===== src/rtl/owc_pkg.sv =====
package owc_pkg;

  localparam logic [7:0] SYS_DRIVETRAIN = 8'd100;
  localparam logic [7:0] CMD_POSE       = 8'd36;
  localparam logic [7:0] CMD_VELOCITY   = 8'd37;
  localparam logic [3:0] LEN_POSE       = 4'd6;
  localparam logic [3:0] LEN_VELOCITY   = 4'd4;
  localparam int         NUM_RESULTS    = 14;
  localparam int         NUM_VALUES     = 5;
  localparam int         NUM_PAIRS      = 9;
  localparam logic [4:0] WINDOW_RESET   = 5'd10;
  // result selects: first covariance, and the marker for loading the current slot
  localparam logic [3:0] COV_FIRST      = 4'd5;
  localparam logic [3:0] SEL_CUR        = 4'd15;
  // scale factor and its square
  localparam logic signed [10:0] SCALE    = 11'sd1000;
  localparam logic [19:0]        SCALE_SQ = 20'd1000000;

  // wide enough for n*sum(ab) - sum(a)*sum(b) at window 256
  localparam int ACC_W  = 48;
  localparam int DIFF_W = 58;
  localparam int QUO_W  = 17;

  // controller to datapath commands
  typedef struct packed {
    logic       store_pose;
    logic       store_twist;
    logic       clr_acc;
    logic       rd_en;
    logic       acc_en;
    logic       ld_pair;
    logic       mul_step;
    logic       div_start;
    logic       out_load;
    logic [3:0] result_sel;
  } owc_cmd_t;

  typedef struct packed {
    logic div_done;
    logic mul_done;
  } owc_sts_t;

  // first element of each covariance pair
  function automatic logic [2:0] pair_a(input logic [3:0] k);
    logic [2:0] r;
    case (k)
      4'd0, 4'd1, 4'd2: r = 3'd0;
      4'd3, 4'd4:       r = 3'd1;
      4'd5:             r = 3'd2;
      4'd6, 4'd7:       r = 3'd3;
      default:          r = 3'd4;
    endcase
    return r;
  endfunction

  function automatic logic [2:0] pair_b(input logic [3:0] k);
    logic [2:0] r;
    case (k)
      4'd0:             r = 3'd0;
      4'd1, 4'd3:       r = 3'd1;
      4'd2, 4'd4, 4'd5: r = 3'd2;
      4'd6:             r = 3'd3;
      default:          r = 3'd4;
    endcase
    return r;
  endfunction

endpackage


===== src/rtl/owc_ctrl.sv =====
module owc_ctrl #(
  parameter int WINDOW_MAX = 16,
  parameter int IDX_W      = 4
) (
  input  logic              clk,
  input  logic              rst_n,
  input  logic              in_valid,
  output logic              in_ready,
  input  logic [7:0]        system_id,
  input  logic [7:0]        command_id,
  input  logic [3:0]        frame_length,
  input  logic [4:0]        cfg_window,
  output logic              out_valid,
  input  logic              out_ready,
  output owc_pkg::owc_cmd_t cmd,
  input  owc_pkg::owc_sts_t sts,
  output logic [IDX_W-1:0]  slot,
  output logic [IDX_W-1:0]  rd_idx,
  output logic [IDX_W:0]    count,
  output logic [31:0]       seq
);
  import owc_pkg::*;

  typedef enum logic [7:0] {
    S_IDLE  = 8'b00000001,
    S_READ  = 8'b00000010,
    S_CUR   = 8'b00000100,
    S_PAIR  = 8'b00001000,
    S_MUL   = 8'b00010000,
    S_DIV   = 8'b00100000,
    S_OUT   = 8'b01000000,
    S_MOD   = 8'b10000000
  } state_t;

  state_t state_r, state_nxt;
  logic [31:0]      seq_r, seq_nxt;
  logic [IDX_W-1:0] slot_r, slot_nxt;
  logic [IDX_W:0]   cnt_r, cnt_nxt, win_r, win_nxt;
  logic [IDX_W:0]   ri_r, ri_nxt;
  logic [3:0]       k_r, k_nxt;
  logic [31:0]      oseq_r, oseq_nxt;
  logic             ov_r, ov_nxt;
  logic [4:0]       mb_r, mb_nxt;

  // effective window
  logic [IDX_W:0] weff;
  always_comb begin
    if (cfg_window < 5'd2) weff = (IDX_W+1)'(2);
    else if (32'(cfg_window) > WINDOW_MAX) weff = (IDX_W+1)'(WINDOW_MAX);
    else weff = (IDX_W+1)'(cfg_window);
  end

  logic acc, hit, is_pose, is_vel;
  assign in_ready  = (state_r == S_IDLE) && (weff == win_r);
  assign acc       = in_valid && in_ready;
  assign hit       = system_id == SYS_DRIVETRAIN;
  assign is_pose   = hit && command_id == CMD_POSE && frame_length >= LEN_POSE;
  assign is_vel    = hit && command_id == CMD_VELOCITY && frame_length >= LEN_VELOCITY;
  assign out_valid = ov_r;
  assign slot      = slot_r;
  assign count     = cnt_r;
  assign seq       = oseq_r;
  assign rd_idx    = ri_r[IDX_W-1:0];

  logic [31:0] seq_inc;
  assign seq_inc = seq_r + 32'd1;

  // next slot, wrapping at the window
  logic [IDX_W:0]   slot_inc;
  logic [IDX_W-1:0] slot_adv;
  assign slot_inc = {1'b0, slot_r} + 1'b1;
  assign slot_adv = (slot_inc == win_r) ? '0 : slot_inc[IDX_W-1:0];

  // remainder step for the slot recompute
  logic [IDX_W:0] mod_try;
  assign mod_try = {slot_r, seq_r[mb_r]};

  always_comb begin
    state_nxt = state_r;
    seq_nxt = seq_r; slot_nxt = slot_r; cnt_nxt = cnt_r; win_nxt = win_r;
    ri_nxt = ri_r; k_nxt = k_r; oseq_nxt = oseq_r; ov_nxt = ov_r; mb_nxt = mb_r;
    cmd = '0;
    if (ov_r && out_ready) ov_nxt = 1'b0;
    case (state_r)
      S_IDLE: begin
        if (weff != win_r) begin
          // window changed: rebuild the slot as seq mod window
          win_nxt = weff;
          slot_nxt = '0;
          mb_nxt = 5'd31;
          state_nxt = S_MOD;
        end else if (acc && is_pose) begin
          cmd.store_pose = 1'b1;
          cmd.store_twist = 1'b0;
        end else if (acc && is_vel) begin
          cmd.store_twist = 1'b1;
          seq_nxt = seq_inc;
          oseq_nxt = seq_r;
          if (seq_inc < 32'(win_r)) cnt_nxt = (IDX_W+1)'(seq_inc);
          else cnt_nxt = win_r;
          if (seq_inc >= 32'd2) begin
            cmd.clr_acc = 1'b1;
            ri_nxt = '0;
            state_nxt = S_READ;
          end else begin
            slot_nxt = (seq_inc == '0) ? '0 : slot_adv;
          end
        end
      end
      // one remainder bit a cycle, msb first
      S_MOD: begin
        slot_nxt = (mod_try >= win_r) ? IDX_W'(mod_try - win_r) : IDX_W'(mod_try);
        mb_nxt = mb_r - 5'd1;
        if (mb_r == '0) state_nxt = S_IDLE;
      end
      // walk the window, one entry a cycle
      S_READ: begin
        cmd.rd_en = 1'b1;
        if (ri_r != '0) cmd.acc_en = 1'b1;
        if (ri_r == cnt_r) begin
          cmd.rd_en = 1'b0;
          ri_nxt = {1'b0, slot_r};
          state_nxt = S_CUR;
        end else begin
          ri_nxt = ri_r + 1'b1;
        end
      end
      S_CUR: begin
        cmd.rd_en = 1'b1;
        if (ri_r[IDX_W] == 1'b1) begin
          cmd.ld_pair = 1'b1;
          cmd.result_sel = SEL_CUR;
          k_nxt = '0;
          state_nxt = S_OUT;
        end else begin
          ri_nxt = {1'b1, ri_r[IDX_W-1:0]};
        end
      end
      S_PAIR: begin
        cmd.ld_pair = 1'b1;
        cmd.result_sel = k_r;
        state_nxt = S_MUL;
      end
      S_MUL: begin
        cmd.mul_step = 1'b1;
        cmd.result_sel = k_r;
        if (sts.mul_done) begin
          cmd.mul_step = 1'b0;
          cmd.div_start = 1'b1;
          state_nxt = S_DIV;
        end
      end
      S_DIV: begin
        if (sts.div_done) state_nxt = S_OUT;
      end
      S_OUT: begin
        if (!ov_r || out_ready) begin
          cmd.out_load = 1'b1;
          cmd.result_sel = k_r;
          ov_nxt = 1'b1;
          if (k_r == 4'(NUM_RESULTS - 1)) begin
            slot_nxt = slot_adv;
            state_nxt = S_IDLE;
          end else begin
            k_nxt = k_r + 4'd1;
            state_nxt = (k_r >= COV_FIRST - 4'd1) ? S_PAIR : S_OUT;
          end
        end
      end
      default: state_nxt = S_IDLE;
    endcase
  end

  always_ff @(posedge clk) begin
    if (!rst_n) begin
      state_r <= S_IDLE;
      seq_r   <= '0;
      ov_r    <= 1'b0;
      win_r   <= '0;
    end else begin
      state_r <= state_nxt;
      seq_r   <= seq_nxt;
      ov_r    <= ov_nxt;
      win_r   <= win_nxt;
    end
  end

  always_ff @(posedge clk) begin
    slot_r <= slot_nxt; cnt_r <= cnt_nxt; mb_r <= mb_nxt;
    ri_r <= ri_nxt; k_r <= k_nxt; oseq_r <= oseq_nxt;
  end

  // checks
  a_no_accept_busy: assert property (@(posedge clk) disable iff (!rst_n)
    state_r != S_IDLE |-> !in_ready) else $error("accept while busy");
  a_seq_step: assert property (@(posedge clk) disable iff (!rst_n)
    (acc && is_vel) |=> seq_r == $past(seq_r) + 32'd1) else $error("seq step");
  a_count_range: assert property (@(posedge clk) disable iff (!rst_n)
    state_r == S_READ |-> cnt_r >= (IDX_W+1)'(2)) else $error("count");
endmodule


===== config.mk =====
export PLATFORM = sky130hd
export DESIGN_NAME = owc_ctrl
export DESIGN_NICKNAME = d
export VERILOG_FILES = /design/src/rtl/owc_pkg.sv /design/src/rtl/owc_ctrl.sv
export SDC_FILE = /design/constraint.sdc
export NUM_CORES = 1
export LEC_CHECK = 0
export BUFFER_PORTS_ARGS = -buffer_cell sky130_fd_sc_hd__buf_2
export CAP_MARGIN = 20
export CORE_MARGIN = 2
export CORE_UTILIZATION = 60
export DETAILED_ROUTE_END_ITERATION = 16
export GPL_TIMING_DRIVEN = 0
export PLACE_DENSITY = 0.86
export SYNTH_ARGS = -nofsm -noshare
export SYNTH_HDL_FRONTEND = slang
export SYNTH_SLANG_ARGS = --single-unit

===== constraint.sdc =====
create_clock -name clk -period 7 [get_ports clk]
set_input_delay 0.35 -clock clk [delete_from_list [all_inputs] [get_ports clk]]
set_output_delay 0.35 -clock clk [all_outputs]
set_load 0.01 [all_outputs]

==> results.txt <==
The clock latency on the worst-skew pair is 0.38 ns. The clock transition at the register clock pins on the worst setup and hold paths after CTS is 0.09 ns. The count of max-cap constraint violations came out at 0.

The count of standard-cell rows came out at 36. The number of vias in the routed layout came out at 4893. The library cells used most frequently in the layout, excluding fill and tap cells, are buf_2, edfxtp_1, dfxtp_1, nand2_1, xnor2_1.

The pin count of the biggest net entering global routing came out at 24. Setup repair after global routing left no endpoint under its margin. In this run the critical register-to-register path is captured at slot[2].

The routing usage on met2 is 0.440. The die height came out at 104 um. The number of iterations in the first detailed-routing pass came out at 4. The overall routing resource usage came out at 0.262. The number of design-rule violations left by the first detailed-router iteration is 347. The slew at the pin closest to its max-slew limit came out at 1.19 ns. Dividing the final minimum period by the clock period gives 0.601. The tightest slew margin relative to the limit came out at 0.188.

The cell area that synthesis handed to floorplanning was 0.00598 mm^2. The initial antenna violation count came out at 0. The maximum clock frequency came out at 238 MHz.

TritonCTS built the clock tree. The number of sinks handled by clock tree synthesis came out at 101. The leakage component of the power came out at 2.91 nW. The total cell area at the placement stage is 0.00661 mm^2. The worst hold path begins at sts[0]. Once layout is done, the placed cells without fillers occupy 0.00678 mm^2.

The worst hold path terminates at state_r[4]. The flow ran to the end, and the final reports show no timing, DRC or antenna violations. The wire length of the first global-routing pass came out at 22800 um. The placeable core area is 0.00973 mm^2. The remaining routing DRC violations is 0. The total routed wirelength is 13900 um. The end-of-flow core utilization is 0.697. The critical-path maximum fanout is 10. The sequential element share of the synthesized area came out at 0.430. The area growth from synthesis to layout is 13.5%. Pin placement for this block handled 91 I/O pins. Summed over all instances, the cell type with the most area after synthesis is edfxtp_1. Sorting the synthesized cells by area gives the leading types as edfxtp_1, dfxtp_1, xnor2_1, and2_1, ha_1. The post-route minimum period came out at 4.21 ns. The net count reported at finish is 745. The number of levels in the clock H-tree is 3. Yosys mapped a number of flops with a built-in enable equal to 55. Leaving out fill and tap cells, the most frequent cell in the layout is buf_2. The power after layout came out at 1.23 mW. The critical path in this run is classified as register to register.

The required time of the worst setup path came out at 7.12 ns. The buffer count from post-CTS setup fixing came out at 0. The post-route setup TNS is 0 ns. The number of library cell types mapped by synthesis came out at 71. The mean instance size in the synthesized netlist is 10.0 um^2. Along the worst hold path, the cell count comes to 4.

Dividing the detail-routed wire length by the instance count gives 16.6 um. The final max-slew violation count came out at 0. The starting density of the core came out at 0.614. The quantity of gates resized following cts came out at 0. The minimum setup slack among reg-to-reg paths came out at 2.79 ns. The number of nets produced by synthesis came out at 645.

The repair_antennas step left the layout with diodes totalling 0. The startpoint identified for the worst register-to-register timing path is mb_r[0]. In this run the horizontal extent of the chip is 104 um. The instance count of the mapped netlist came out at 595. The peak ir drop on the vdd network came out at 0.000104 V. The number of failing hold endpoints at the final stage is 0. The number of global-route vias before repair was 4804. In the global route stage, met3 resource usage came out at 0.0585. The synthesized design contains 101 register bits. Clock tree synthesis selected as its root buffer the cell clkbuf_8. The total overflow left after global routing is 0. The fraction of synthesis flops using an asynchronous set or reset pin came out at 0. The clock arrives with 0.00945 ns of skew. The met1 track demand over resource is 0.327. STA classifies the critical path startpoint as a register. Input and output buffers added on the ports amount to 88.

The number of warnings issued by yosys came out at 0. The total die area came out at 0.0108 mm^2. The CTS buffer count came out at 9.

Data on the critical path arrives at its endpoint at 4.33 ns. Setup violations remaining at the end of the flow were counted as 0. The final RePlAce weighted congestion is 0.893. The layer flagged by global routing as most heavily used is met2.

The number of hold-repair buffers added at the cts stage is 0. The half-perimeter wire length after placement is 10300 um. The depth of the worst register-to-register path came out at 13.

The number of buffers between clock root and the deepest sink is 2. The average vias per placed instance is 5.87. The share of synthesized area in the top cell type comes to 0.276. The power per unit of standard cell area came out at 181 mW/mm^2. STA classifies the critical path endpoint as a register. The number of routed nets with antenna violations came out at 0. The layout has 735 filler cells.

The worst-case hold slack is 0.295 ns. In this run the worst hold path is classified as input port to register. The most used flip-flop cell after synthesis is edfxtp_1. The fraction of layout cells with a size suffix above 1 is 0.200.
-- stage by stage --
stage | setup WS, ns | instances
global route | 2.58 | 833
detailed placement | 2.80 | 817
global placement | 2.85 | 816
floorplan | 3.25 | 595
finish | 2.79 | 833
CTS | 2.78 | 833
-- worst max-delay path, stage by stage, from the launching register on --
cell and delay [ns]:
edfxtp_1 0.39, buf_1 0.54, mux4_1 0.62, mux4_2 0.47
mux2i_1 0.29, ha_1 0.31, nand2b_1 0.14, a21o_1 0.17
a21o_1 0.17, a21o_1 0.18, a21o_1 0.24, mux2_2 0.29
nand2_1 0.06, o21ai_0 0.08
-- kinds of logic (layout without fill, tap and decap cells) --
logic type               count (synthesis)  count (layout)  share of synthesized area
AND/OR/NAND/NOR                        253             253                      0.241
flip-flops                             101             101                      0.430
AO/OA/AOI/OAI                           78              78                     0.0927
XOR/XNOR                                62              62                     0.0909
buffers and inverters                   61             166                     0.0448
multiplexers                            21              21                     0.0597
adder cells (fa/ha/maj)                 19              19                     0.0410
-- where the power goes --
part           total, mW  switching [mW]  internal, mW
clock              0.345           0.193         0.152
combinational      0.218           0.120        0.0986
sequential         0.667          0.0256         0.641
-- final cells by class --
| cell class | count | area [um^2] | area share |
|---|---|---|---|
| repair buffers | 89 | 468 | 0.0690 |
| clock inverters | 1 | 5.00 | 0.000738 |
| flip-flops and latches | 101 | 2570 | 0.379 |
| plain buffers | 35 | 170 | 0.0251 |
| clock buffers | 15 | 168 | 0.0247 |
| multi-input cells | 433 | 3140 | 0.462 |
| well taps | 133 | 166 | 0.0245 |
| inverters | 26 | 97.6 | 0.0144 |
-- cell usage after synthesis, drive strengths merged, types with 3 or more instances --
cell type,instances
edfxtp,55
dfxtp,46
nand2,43
xnor2,41
and2,38
nor2,33
nand3,31
inv,26
xor2,21
clkbuf,20
ha,18
nor3,17
o21ai,16
buf,15
nand4,15
nand2b,14
and3,10
mux4,10
nor4,10
a21oi,9
a21o,8
nor2b,7
mux2i,6
and4,5
mux2,5
or4,5
a211oi,4
a21boi,4
nand3b,4
nor3b,4
o211ai,4
o21a,4
or3,4
a211o,3
a31o,3
nand4bb,3
nor4b,3
o211a,3
o31a,3
-- per-layer routing --
| layer | share of wire | vias up | wire [um] |
|---|---|---|---|
| met2 | 0.49 | 191 | 6790 |
| met4 | 0.029 | 0 | 395 |
| met1 | 0.42 | 2313 | 5800 |
| li1 | - | 2350 | - |
| met3 | 0.063 | 39 | 869 |
| met5 | 0 | - | 0 |
-- registers in the layout, indices dropped and copies added (netlist names), 5 cells and up --
name / cells
ri_r: 5
state_r: 8
win_r: 5
seq_r: 32
seq: 32
count: 5
mb_r: 5
-- worst max path at each step --
| stage | start | endpoint | slack, ns | cells past startpoint |
|---|---|---|---|---|
| after floorplan | mb_r[0] | slot[2] | 3.25 | 13 |
| after global routing | mb_r[0] | slot[2] | 2.58 | 13 |
| after detailed placement | mb_r[0] | slot[2] | 2.80 | 13 |
| after global placement | mb_r[0] | slot[2] | 2.85 | 13 |
| final | mb_r[0] | slot[2] | 2.79 | 13 |
| after CTS | mb_r[0] | slot[2] | 2.78 | 13 |
(Power assumes the default switching activity.)
